<file path="src/mtda_pkg.sv">
// ----------------------------------------------------------------------------
// mtda_pkg - shared types and constants for the milli-to-decimal ASCII core
// Holds the sequencer state type, the field widths and the ASCII codes.
// ----------------------------------------------------------------------------
`default_nettype none

package mtda_pkg;

  localparam int VAL_W       = 32;  // input value width
  localparam int CHAR_W      = 8;   // one ASCII character
  localparam int DIG_W       = 4;   // one BCD digit
  localparam int BCD_DIGITS  = 10;  // enough for a 32-bit magnitude
  localparam int BCD_W       = BCD_DIGITS * DIG_W;
  localparam int INT_DIGITS  = 7;   // integer digits after dividing by 1000
  localparam int FRAC_DIGITS = 3;   // thousandths
  localparam int CNT_W       = 5;   // holds VAL_W - 1

  localparam logic [CHAR_W-1:0] ASCII_ZERO  = 8'h30;
  localparam logic [CHAR_W-1:0] ASCII_MINUS = 8'h2D;
  localparam logic [CHAR_W-1:0] ASCII_POINT = 8'h2E;

  typedef enum logic [2:0] {
    ST_IDLE,
    ST_CONV,
    ST_SIGN,
    ST_INT,
    ST_POINT,
    ST_FRAC
  } state_t;

endpackage

`default_nettype wire

</file>
<file path="src/milli_to_decimal_ascii_core.sv">
// ----------------------------------------------------------------------------
// milli_to_decimal_ascii_core - signed thousandths to decimal ASCII text
// Converts one signed 32-bit value by shift-and-add-3 into BCD, then emits
// the sign, integer digits, point and trimmed fraction one character at a time.
// ----------------------------------------------------------------------------
//
//  Channel | Ports       | tdata (low bit up)   | tuser | tlast
//  --------+-------------+----------------------+-------+----------------------
//  input   | in_t*       | value[31:0] (signed) | -     | -
//  result  | out_t*      | out_char[7:0]        | -     | final character
//
//  Sequence: each item is accepted, then converted one input bit a cycle
//  through the shared add-3/shift unit, then emits the sign when negative,
//  7 integer-digit steps, the point and 1 to 3 fraction steps. Leading
//  zeros take an integer-digit step each but emit no item.
//  Reset: rst_n, synchronous, active low; clears the sequencer and out_tvalid.
//  Stalls: out_tready low holds the current character and halts emission;
//  in_tready is high only while the sequencer is idle.
// ----------------------------------------------------------------------------
`default_nettype none

module milli_to_decimal_ascii_core
  import mtda_pkg::*;
(
  input  wire logic              clk,
  input  wire logic              rst_n,

  input  wire logic              in_tvalid,
  output logic                   in_tready,
  input  wire logic [VAL_W-1:0]  in_tdata,    // [31:0] value (signed)

  output logic                   out_tvalid,
  input  wire logic              out_tready,
  output logic [CHAR_W-1:0]      out_tdata,   // [7:0] out_char
  output logic                   out_tlast
);

  state_t               state_r,     state_nxt;
  logic [CNT_W-1:0]     cnt_r,       cnt_nxt;
  logic                 neg_r,       neg_nxt;
  logic                 started_r,   started_nxt;
  logic [VAL_W-1:0]     bin_r,       bin_nxt;
  logic [BCD_W-1:0]     bcd_r,       bcd_nxt;
  logic                 out_valid_r, out_valid_nxt;
  logic [CHAR_W-1:0]    out_char_r,  out_char_nxt;
  logic                 out_last_r,  out_last_nxt;

  logic [BCD_W-1:0]     bcd_adj;
  logic [DIG_W-1:0]     top_digit;
  logic [CHAR_W-1:0]    top_char;
  logic                 can_load;
  logic                 emit_int;
  logic                 frac_last;

  // Shared add-3 unit: correct every BCD digit of 5 or more before the shift.
  always_comb begin
    for (int i = 0; i < BCD_DIGITS; i++) begin
      if (bcd_r[i*DIG_W +: DIG_W] >= DIG_W'(5)) begin
        bcd_adj[i*DIG_W +: DIG_W] = bcd_r[i*DIG_W +: DIG_W] + DIG_W'(3);
      end else begin
        bcd_adj[i*DIG_W +: DIG_W] = bcd_r[i*DIG_W +: DIG_W];
      end
    end
  end

  // The digit to print always sits at the top of the BCD register.
  assign top_digit = bcd_r[BCD_W-1 -: DIG_W];
  assign top_char  = ASCII_ZERO + {{(CHAR_W-DIG_W){1'b0}}, top_digit};
  assign can_load  = !out_valid_r || out_tready;

  // Print an integer digit once one was printed, or if non-zero, or if units.
  assign emit_int  = (top_digit != '0) || started_r || (cnt_r == CNT_W'(INT_DIGITS-1));

  // Drop trailing zeros after the first fraction digit.
  always_comb begin
    unique case (cnt_r)
      CNT_W'(0): frac_last = (bcd_r[BCD_W-DIG_W-1 -: 2*DIG_W] == '0);
      CNT_W'(1): frac_last = (bcd_r[BCD_W-DIG_W-1 -: DIG_W] == '0);
      default:   frac_last = 1'b1;
    endcase
  end

  always_comb begin
    state_nxt     = state_r;
    cnt_nxt       = cnt_r;
    neg_nxt       = neg_r;
    started_nxt   = started_r;
    bin_nxt       = bin_r;
    bcd_nxt       = bcd_r;
    out_char_nxt  = out_char_r;
    out_last_nxt  = out_last_r;
    out_valid_nxt = out_valid_r && !out_tready;

    unique case (state_r)
      ST_IDLE: begin
        if (in_tvalid) begin
          neg_nxt   = in_tdata[VAL_W-1];
          // Most negative value wraps to its unsigned magnitude here.
          bin_nxt   = in_tdata[VAL_W-1] ? (~in_tdata + VAL_W'(1)) : in_tdata;
          bcd_nxt   = '0;
          cnt_nxt   = '0;
          state_nxt = ST_CONV;
        end
      end

      ST_CONV: begin
        bcd_nxt = {bcd_adj[BCD_W-2:0], bin_r[VAL_W-1]};
        bin_nxt = {bin_r[VAL_W-2:0], 1'b0};
        cnt_nxt = cnt_r + CNT_W'(1);
        if (cnt_r == CNT_W'(VAL_W-1)) begin
          // Last shift: the upper seven digits now hold the integer part.
          cnt_nxt     = '0;
          started_nxt = 1'b0;
          state_nxt   = neg_r ? ST_SIGN : ST_INT;
        end
      end

      ST_SIGN: begin
        if (can_load) begin
          out_valid_nxt = 1'b1;
          out_char_nxt  = ASCII_MINUS;
          out_last_nxt  = 1'b0;
          state_nxt     = ST_INT;
        end
      end

      ST_INT: begin
        // Walk the seven integer digits from the top; skip leading zeros
        // without spending an item, but always print the units digit.
        if (!emit_int || can_load) begin
          if (emit_int) begin
            out_valid_nxt = 1'b1;
            out_char_nxt  = top_char;
            out_last_nxt  = 1'b0;
            started_nxt   = 1'b1;
          end
          bcd_nxt = {bcd_r[BCD_W-DIG_W-1:0], {DIG_W{1'b0}}};
          cnt_nxt = cnt_r + CNT_W'(1);
          if (cnt_r == CNT_W'(INT_DIGITS-1)) begin
            state_nxt = ST_POINT;
          end
        end
      end

      ST_POINT: begin
        if (can_load) begin
          out_valid_nxt = 1'b1;
          out_char_nxt  = ASCII_POINT;
          out_last_nxt  = 1'b0;
          cnt_nxt       = '0;
          state_nxt     = ST_FRAC;
        end
      end

      ST_FRAC: begin
        if (can_load) begin
          out_valid_nxt = 1'b1;
          out_char_nxt  = top_char;
          out_last_nxt  = frac_last;
          bcd_nxt       = {bcd_r[BCD_W-DIG_W-1:0], {DIG_W{1'b0}}};
          cnt_nxt       = cnt_r + CNT_W'(1);
          if (frac_last) begin
            state_nxt = ST_IDLE;
          end
        end
      end

      default: begin
        state_nxt = ST_IDLE;
      end
    endcase
  end

  always_ff @(posedge clk) begin
    if (!rst_n) begin
      state_r     <= ST_IDLE;
      cnt_r       <= '0;
      started_r   <= 1'b0;
      out_valid_r <= 1'b0;
    end else begin
      state_r     <= state_nxt;
      cnt_r       <= cnt_nxt;
      started_r   <= started_nxt;
      out_valid_r <= out_valid_nxt;
    end
  end

  // Payload registers: no reset needed.
  always_ff @(posedge clk) begin
    neg_r      <= neg_nxt;
    bin_r      <= bin_nxt;
    bcd_r      <= bcd_nxt;
    out_char_r <= out_char_nxt;
    out_last_r <= out_last_nxt;
  end

  assign in_tready  = (state_r == ST_IDLE);
  assign out_tvalid = out_valid_r;
  assign out_tdata  = out_char_r;
  assign out_tlast  = out_last_r;

endmodule

`default_nettype wire
</file>
<file path="config.mk">
export PLATFORM = sky130hd
export DESIGN_NAME = milli_to_decimal_ascii_core
export DESIGN_NICKNAME = d
export VERILOG_FILES = /design/src/mtda_pkg.sv /design/src/milli_to_decimal_ascii_core.sv
export SDC_FILE = /design/constraint.sdc
export NUM_CORES = 1
export LEC_CHECK = 0
export ABC_CLOCK_PERIOD_IN_PS = 7920
export CORE_ASPECT_RATIO = 1.25
export CORE_MARGIN = 3
export CORE_UTILIZATION = 45
export CTS_CLUSTER_SIZE = 8
export DETAILED_ROUTE_END_ITERATION = 10
export DONT_BUFFER_PORTS = 1
export GPL_TIMING_DRIVEN = 0
export PLACE_DENSITY_LB_ADDON = 0.08
export SYNTH_ARGS = -nofsm -noshare
export SYNTH_HDL_FRONTEND = slang
export SYNTH_SLANG_ARGS = --single-unit
export TNS_END_PERCENT = 30
</file>
<file path="constraint.sdc">
create_clock -name clk -period 7.92 [get_ports clk]
set_input_delay 1.188 -clock clk [delete_from_list [all_inputs] [get_ports clk]]
set_output_delay 1.188 -clock clk [all_outputs]
set_load 0.1 [all_outputs]
</file>
# Word-level counts from Yosys, hierarchy flattened
# Cells that the tools add are included.
[word_totals]
regBits = 92
output_inout_bits = 11
elab_cells = 133
[classes]
add_sub_neg = 13
n_lt_le_gt_ge = 10
eq_ne = 18
mux = 53
bitwise = 1
reduce_logical = 29
[ops]
columns = ["operator", "count"]
rows = [
  ["case mux 40 bit (4 select lines)", 1],
  ["two-way mux 40 bit", 3],
  ["two-way mux 32 bit", 2],
  ["case mux 32 bit (2 select lines)", 1],
  ["greater-or-equal comparator 4 x 3 -> 1 bit (second input constant)", 10],
  ["two-way mux 8 bit", 5],
  ["adder 4 x 2 -> 4 bit (second input constant)", 9],
  ["two-way mux 4 bit", 9],
  ["adder 32 x 1 -> 32 bit (second input constant)", 1],
  ["inverter 32 bit", 1],
  ["case mux 8 bit (4 select lines)", 1],
  ["two-way mux 3 bit", 9],
  ["two-way mux 5 bit", 5],
  ["case mux 5 bit (5 select lines)", 1],
  ["!= test 2 bit (second input constant)", 9],
  ["case mux 3 bit (6 select lines)", 1],
  ["nonzero test 4 bit", 3],
  ["two-way mux 1 bit", 11],
  ["AND reduction 5 bit", 2],
  ["zero test 8 bit", 1],
  ["AND reduction 4 bit", 2],
  ["AND reduction 8 bit", 1],
  ["adder 6 x 4 -> 7 bit (first input constant)", 1],
  ["== test 3 x 2 -> 1 bit (second input constant)", 2],
  ["23 further kinds", 33],
]

# Longest topological paths before layout
# Gate-level depths: netlist of the first run.
[logic_depth]
depth_word = 7
mapped_depth = 7
depth_no_buf = 7

# Worst setup path after synthesis of the first run
# OpenSTA, ideal clock, no wires.
[synth_timing]
path_kind = "input to register"
start = "in in_tvalid"
end = "reg bcd_r[0], enable pin"
t_arrival_ns = 4.105
required_time_ns = 7.427
path_slack_ns = 3.323
cell_stages = 2
path_cell_list = "nand2b_1 -> o21ai_0"
[synth_between]
elab_chain_cells = 2
[synth_lines]
columns = ["element", "line_no", "rtl"]
rows = [
  ["start, declared", "milli_to_decimal_ascii_core.sv:28", "input wire logic in_tvalid,"],
  ["!= test 2 bit (no line)", "-", ""],
  ["AND reduction 4 bit (no line)", "-", ""],
  ["end signal, assigned", "milli_to_decimal_ascii_core.sv:192", "bcd_r <= bcd_nxt;"],
  ["end, declared", "milli_to_decimal_ascii_core.sv:43", "logic [BCD_W-1:0] bcd_r, bcd_nxt;"],
]
# No other way between the ends.
# A chain may end at the register's enable or synchronous reset.

# Worst setup path after layout of the first run
[layout_timing]
start = "in in_tdata[0]"
end = "reg bin_r[28] (data pin)"
[layout_between]
elab_chain_cells = 5
[layout_lines]
columns = ["element", "line_no", "rtl"]
rows = [
  ["start, declared", "milli_to_decimal_ascii_core.sv:30", "input wire logic [VAL_W-1:0] in_tdata,"],
  ["inverter 32 bit", "milli_to_decimal_ascii_core.sv:99", "bin_nxt = in_tdata[VAL_W-1] ? (~in_tdata + VAL_W'(1)) : in_tdata;"],
  ["adder 32 x 1 -> 32 bit", "milli_to_decimal_ascii_core.sv:99", ""],
  ["two-way mux 32 bit", "milli_to_decimal_ascii_core.sv:99", ""],
  ["two-way mux 32 bit", "milli_to_decimal_ascii_core.sv:96", "if (in_tvalid) begin"],
  ["case mux 32 bit (2 select lines)", "milli_to_decimal_ascii_core.sv:94", "unique case (state_r)"],
  ["net bin_nxt[28]", "milli_to_decimal_ascii_core.sv:42", "logic [VAL_W-1:0] bin_r, bin_nxt;"],
  ["end signal, assigned", "milli_to_decimal_ascii_core.sv:191", "bin_r <= bin_nxt;"],
  ["end, declared", "milli_to_decimal_ascii_core.sv:42", ""],
]
# The timed path passes the listed nets, and every way through them passes these cells. The select of a mux whose other input is x is not followed.

==> results of run 1 <==
how the worst max path moves through the flow:
stage          cells past startpoint  slack, ns        end        start
2_1_floorplan                      2       3.32   bcd_r[0]    in_tvalid
3_3_place_gp                       2       1.81  bcd_r[27]    in_tvalid
3_5_place_dp                       7       4.49  bin_r[28]  in_tdata[0]
4_1_cts                            7       4.85  bin_r[28]  in_tdata[0]
5_1_grt                            5       4.56  bin_r[28]  in_tdata[6]
6_report                           7       4.82  bin_r[28]  in_tdata[0]
cells in the mapped netlist (all sizes together) (6+ instances only):
master | n | area (sq um)
edfxtp | 79 | 2370
o21ai | 78 | 390
nand2 | 72 | 270
a21oi | 41 | 205
nor2 | 31 | 116
xor2 | 31 | 272
ha | 29 | 363
inv | 27 | 101
clkbuf | 19 | 71.3
nand2b | 16 | 100
nor3b | 16 | 120
o31ai | 16 | 120
xnor2 | 11 | 96.3
dfxtp | 10 | 200
a22o | 9 | 78.8
buf | 9 | 52.6
nor2b | 8 | 50.1
nor3 | 7 | 35.0
o41ai | 6 | 60.1
sequential cells by signal (all words and copies together) (netlist names):
name	count
out_tlast	1
out_tvalid	1
neg_r	1
out_tdata	5
cnt_r	5
state_r	3
started_r	1
bcd_r	40
bin_r	32
layer usage:
metal | up-vias | track usage (%)
li1 | 2139 | -
met1 | 2019 | 21.7
met2 | 102 | 35.7
met3 | 14 | 4.03
met4 | 0 | 5.87
met5 | - | 0
worst register-to-register path, stage by stage (launching register included):
cell,delay [ns]
dfxtp_1,0.44
inv_1,0.15
nor3_1,0.71
clkbuf_1,0.54
or2_2,0.72
area by class of cell:
| type | instances | area (sq um) | share of cell area (%) |
|---|---|---|---|
| buffer | 28 | 124 | 2.02 |
| tap | 161 | 201 | 3.28 |
| inverter | 27 | 101 | 1.65 |
| clock inverter | 7 | 61.3 | 1.00 |
| sequential | 89 | 2570 | 41.9 |
| clock buffer | 9 | 225 | 3.67 |
| multi-input combinational | 438 | 2810 | 45.7 |
| timing repair buffer | 2 | 42.5 | 0.694 |
logic make-up after synthesis:
group | after synthesis | share of synthesized area (%)
simple gates | 187 | 17.4
compound gates | 174 | 18.8
flops | 89 | 46.1
buf+inv | 55 | 4.03
xor+xnor | 42 | 6.59
fa+ha+maj | 29 | 6.50
mux | 3 | 0.538
other cells | 2 | 0.135
metrics by stage:
stage / util [%] / instance area [sq um] / total power, uW
after floorplan: - / 5590 / 1750
after global placement: 48.7 / 5790 / 2000
after detailed placement: 49.2 / 5850 / 2050
after CTS: 51.6 / 6130 / 2470
after global routing: 51.6 / 6130 / 2650
final: 51.6 / 6130 / 2450
report_power, final:
part	leakage, uW	switching [uW]	internal, uW
Clock	0.000144	177	241
Sequential	0.000883	223	833
Combinational	0.00116	624	357
==> impl_metrics.ini, run 1 <==
[run_status]
status = complete, no violations

[finish]
fillers = 1133
final_nets = 660
drive_gt1_share_pct = 5.17
layout_commonest_cell = edfxtp_1
n_antenna_cell = 0
finalNonFillerCells = 761
final_cell_mix = 79 x edfxtp_1, 75 x o21ai_0, 72 x nand2_1
syn_to_final_growth_pct = 9.86

[die]
dieArea_sq_mm = 0.0138
initial_utilization_pct = 46.9
core-area_sq_mm = 0.0119
dieWidth_microns = 106
ios = 47
rows = 44
die_h_microns = 131

[timing]
holdWs_ns = 0.513
fmax_mhz = 323
layout_min_cycle_time_ns = 3.10
finalHoldViolCount = 0
layout_setup_ws_ns = 4.82
final.period_utilization_pct = 39.1
clock_skew_ns = 0.00891
slew_violations = 0
worst_pin_slew_ns = 0.985
setup_viol = 0
tns_ns = 0
rsz0062_at_grt = no
max_slew_margin_pct = 34.2

[placed_design]
dp_hpwl_microns = 9370
io_buffers = 0
preCtsSetupSlack_ns = 4.49
gp_congestion = 0.858
place_inst = 745

[detailed_routing]
avgViaCountPerCell = 5.62
wirelength_microns = 12700
ant_nets = 0
met2_length_microns = 6540
dr_total_vias = 4274
wire_per_inst_microns = 16.7
drt-pass1-iter-count = 4
drc = 0
met1_length_microns = 5340
wl_met3_microns = 579
highest-signal-layer = met4
drtIter0Drc = 248

[logic_synthesis]
netlist_instances = 581
ys_seq_elements = 89
ys.flop_type = edfxtp_1
synth_edf_count = 79
synth_seq_area_share_pct = 46.1
yosysWarnings = 0
async_reset_ff_share_pct = 0
netlist_area_sq_mm = 0.00558
avgSynthCellArea_sq_um = 9.61
synth_cell_types = 58

[setup_path]
path_max_fanout = 8
worst-path-buf-inv = 1
crit_type = in -> reg
worstRegToRegCells = 4
slowest_delay_ns = 0.54
path_cells = inv_1, ha_1, nor3b_1, nand3_1, o41ai_1, xor2_1, a21oi_1
cpMaxStageDelayCell = o41ai_1
required_ns = 7.98
r2r-end = bin_r[27]
start_kind = input pin
r2r_start = state_r[0]
r2r_setup_slack_ns = 4.97
critPathCaptureType = flop
critPathTopFamily = simple AND/OR/NAND/NOR gates
cp.arrival_ns = 3.16

[clock_tree]
post-cts-setup-buffers = 0
cts_tree = yes
clockRootBuffer = clkbuf_16
clock_path_buffers = 2
cts_sinks = 89
numCtsBuffers = 9
ctsHoldBuffers = 0
insertion_delay_ns = 0.34
path_clk_slew_ns = 0.07
cts_resized = 0
htreeDepth = 3

[grt]
grt_pass1_vias = 4332
grt-ovfl-total = 0
grt_pass1_wl_microns = 20900
grt_max_degree = 33
track_usage_pct = 19.0
antenna_found_initial = 0

[pwr]
power_density_mw_per_mm2 = 400
p_leak_uw = 0.00218
vdd.ir_drop.worst_mv = 0.188

[min_path]
min_path_cells = 1
holdCritPathClass = reg -> reg
hp-start = started_r
whs_endpoint = started_r

[run]
maxCapViolCount = 0
Power figures use the tool's default switching activity.
==> run 2, diff against run 1 <==
--- a/config.mk
+++ b/config.mk
@@ -5,7 +5,7 @@
 export SDC_FILE = /design/constraint.sdc
 export NUM_CORES = 1
 export LEC_CHECK = 0
-export ABC_CLOCK_PERIOD_IN_PS = 7920
+export ABC_CLOCK_PERIOD_IN_PS = 2600
 export CORE_ASPECT_RATIO = 1.25
 export CORE_MARGIN = 3
 export CORE_UTILIZATION = 45
==> constraint.sdc (replaced) <==
create_clock -name clk -period 2.6 [get_ports clk]
set_input_delay 0.39 -clock clk [delete_from_list [all_inputs] [get_ports clk]]
set_output_delay 0.39 -clock clk [all_outputs]
set_load 0.1 [all_outputs]
==> impl_metrics.ini, run 2 (synthesis results as in run 1) <==
[timing]
clock_skew_ns = 0.00568
final.period_utilization_pct = 95.8
setup_viol = 0
holdWs_ns = 0.150
layout_min_cycle_time_ns = 2.49
slew_violations = 0
max_slew_margin_pct = 33.0
worst_pin_slew_ns = 1.00
fmax_mhz = 402
finalHoldViolCount = 0

[die]
dieArea_sq_mm = 0.0138
core-area_sq_mm = 0.0119
rows = 44
die_h_microns = 131
ios = 47
dieWidth_microns = 106
initial_utilization_pct = 46.9

[grt]
grt_max_degree = 33
grt-ovfl-total = 0
antenna_found_initial = 0
track_usage_pct = 19.5
grt_pass1_wl_microns = 21300
grt_pass1_vias = 4321

[pwr]
clkPwrFrac_pct = 17.7
p_sw_uw = 3160
comb_power_share_pct = 40.0
swShare_pct = 41.5
p_leak_uw = 0.00220
vdd.ir_drop.worst_mv = 0.466
p_int_uw = 4450
seq_power_share_pct = 42.3
power_density_mw_per_mm2 = 1230

[setup_path]
crit_type = reg -> reg
required_ns = 2.69
cp.arrival_ns = 2.58
critPathCaptureType = flop
start_kind = flop
path_max_fanout = 20

[clock_tree]
cts_tree = yes
clockRootBuffer = clkbuf_16
path_clk_slew_ns = 0.06
insertion_delay_ns = 0.34
htreeDepth = 3
numCtsBuffers = 9
ctsHoldBuffers = 0
clock_path_buffers = 2
cts_sinks = 89
post-cts-setup-buffers = 0

[finish]
layout_commonest_cell = edfxtp_1
top_register = bcd_r
fillers = 1141
final_cell_mix = 79 x edfxtp_1, 74 x o21ai_0, 72 x nand2_1
post-route-util_pct = 51.9
n_antenna_cell = 0
reg.largest.list = bcd_r (40), bin_r (32)
syn_to_final_growth_pct = 10.5
finalNonFillerCells = 759
largest_reg_flops = 40
seq_area_sq_mm = 0.00257
multiInputGateArea_sq_mm = 0.00284
final_nets = 660
drive_gt1_share_pct = 6.19

[detailed_routing]
ant_nets = 0
avgViaCountPerCell = 5.76
drtIter0Drc = 248
drt-pass1-iter-count = 5
wire_per_inst_microns = 17.4
wirelength_microns = 13200
dr_total_vias = 4375
drc = 0

[placed_design]
io_buffers = 0
dp_hpwl_microns = 9630
gp_congestion = 0.863
place_inst = 744

[run]
maxCapViolCount = 0

[min_path]
holdCritPathClass = in -> reg

[run_status]
status = complete, no violations
-- run 2: stage by stage --
stage          TNS (ns)  power [uW]  instance area [sq um]  worst slack [ns]
2_1_floorplan         0        5330                   5600             0.126
3_3_place_gp     -29.47        6090                   5800            -0.511
3_5_place_dp     -20.07        6260                   5840            -0.456
4_1_cts               0        7640                   6150            0.0286
5_1_grt          -0.174        8190                   6170           -0.0134
6_report              0        7620                   6170             0.110
-- run 2: layer usage --
| metal | track usage (%) | wire [microns] | vias up |
|---|---|---|---|
| met1 | 23.2 | 5490 | 2100 |
| met2 | 35.0 | 6690 | 113 |
| met5 | 0 | 0 | - |
| li1 | - | - | 2136 |
| met4 | 8.08 | 354 | 0 |
| met3 | 3.59 | 659 | 26 |
-- run 2: final timing paths --
path / end / start / cells after the start / slack [ns]
worst min-delay path: neg_r / in_tdata[31] / 0 / 0.15
worst max register to register: bcd_r[30] / cnt_r[0] / 8 / 0.11
worst min register to register: cnt_r[3] / cnt_r[3] / 2 / 0.52
worst max-delay path: bcd_r[30] / cnt_r[0] / 8 / 0.11
-- run 2: worst max-delay path, stage by stage, from the launching register on --
cell and delay (ns):
dfxtp_1 0.35, inv_1 0.11, ha_1 0.14, nor4bb_1 0.51, nand2b_1 0.22, a21oi_1 0.09, o21ai_2 0.34, o21ai_4 0.23
buf_16 0.25
-- run 2: area by class of cell --
type / count / share of cell area, %
Buffer: 28 / 2.07
Clock buffer: 10 / 3.71
Clock inverter: 4 / 1.14
Inverter: 27 / 1.64
Multi-Input combinational cell: 439 / 46.0
Sequential cell: 89 / 41.7
Tap cell: 161 / 3.27
Timing Repair Buffer: 1 / 0.446
-- run 2: power by group through the flow --
| stage | Clock, uW | Combinational (uW) | Sequential, uW |
|---|---|---|---|
| floorplan | 0 | 2250 | 3080 |
| global placement | 0 | 2860 | 3230 |
| detailed placement | 0 | 3010 | 3250 |
| CTS | 1380 | 3040 | 3220 |
| global route | 1420 | 3460 | 3310 |
| finish | 1350 | 3050 | 3220 |
-- run 2: what timing repair did --
action,in CTS,in global routing
resized for setup,4,7
setup endpoints to repair,81,80
gates cloned,0,1
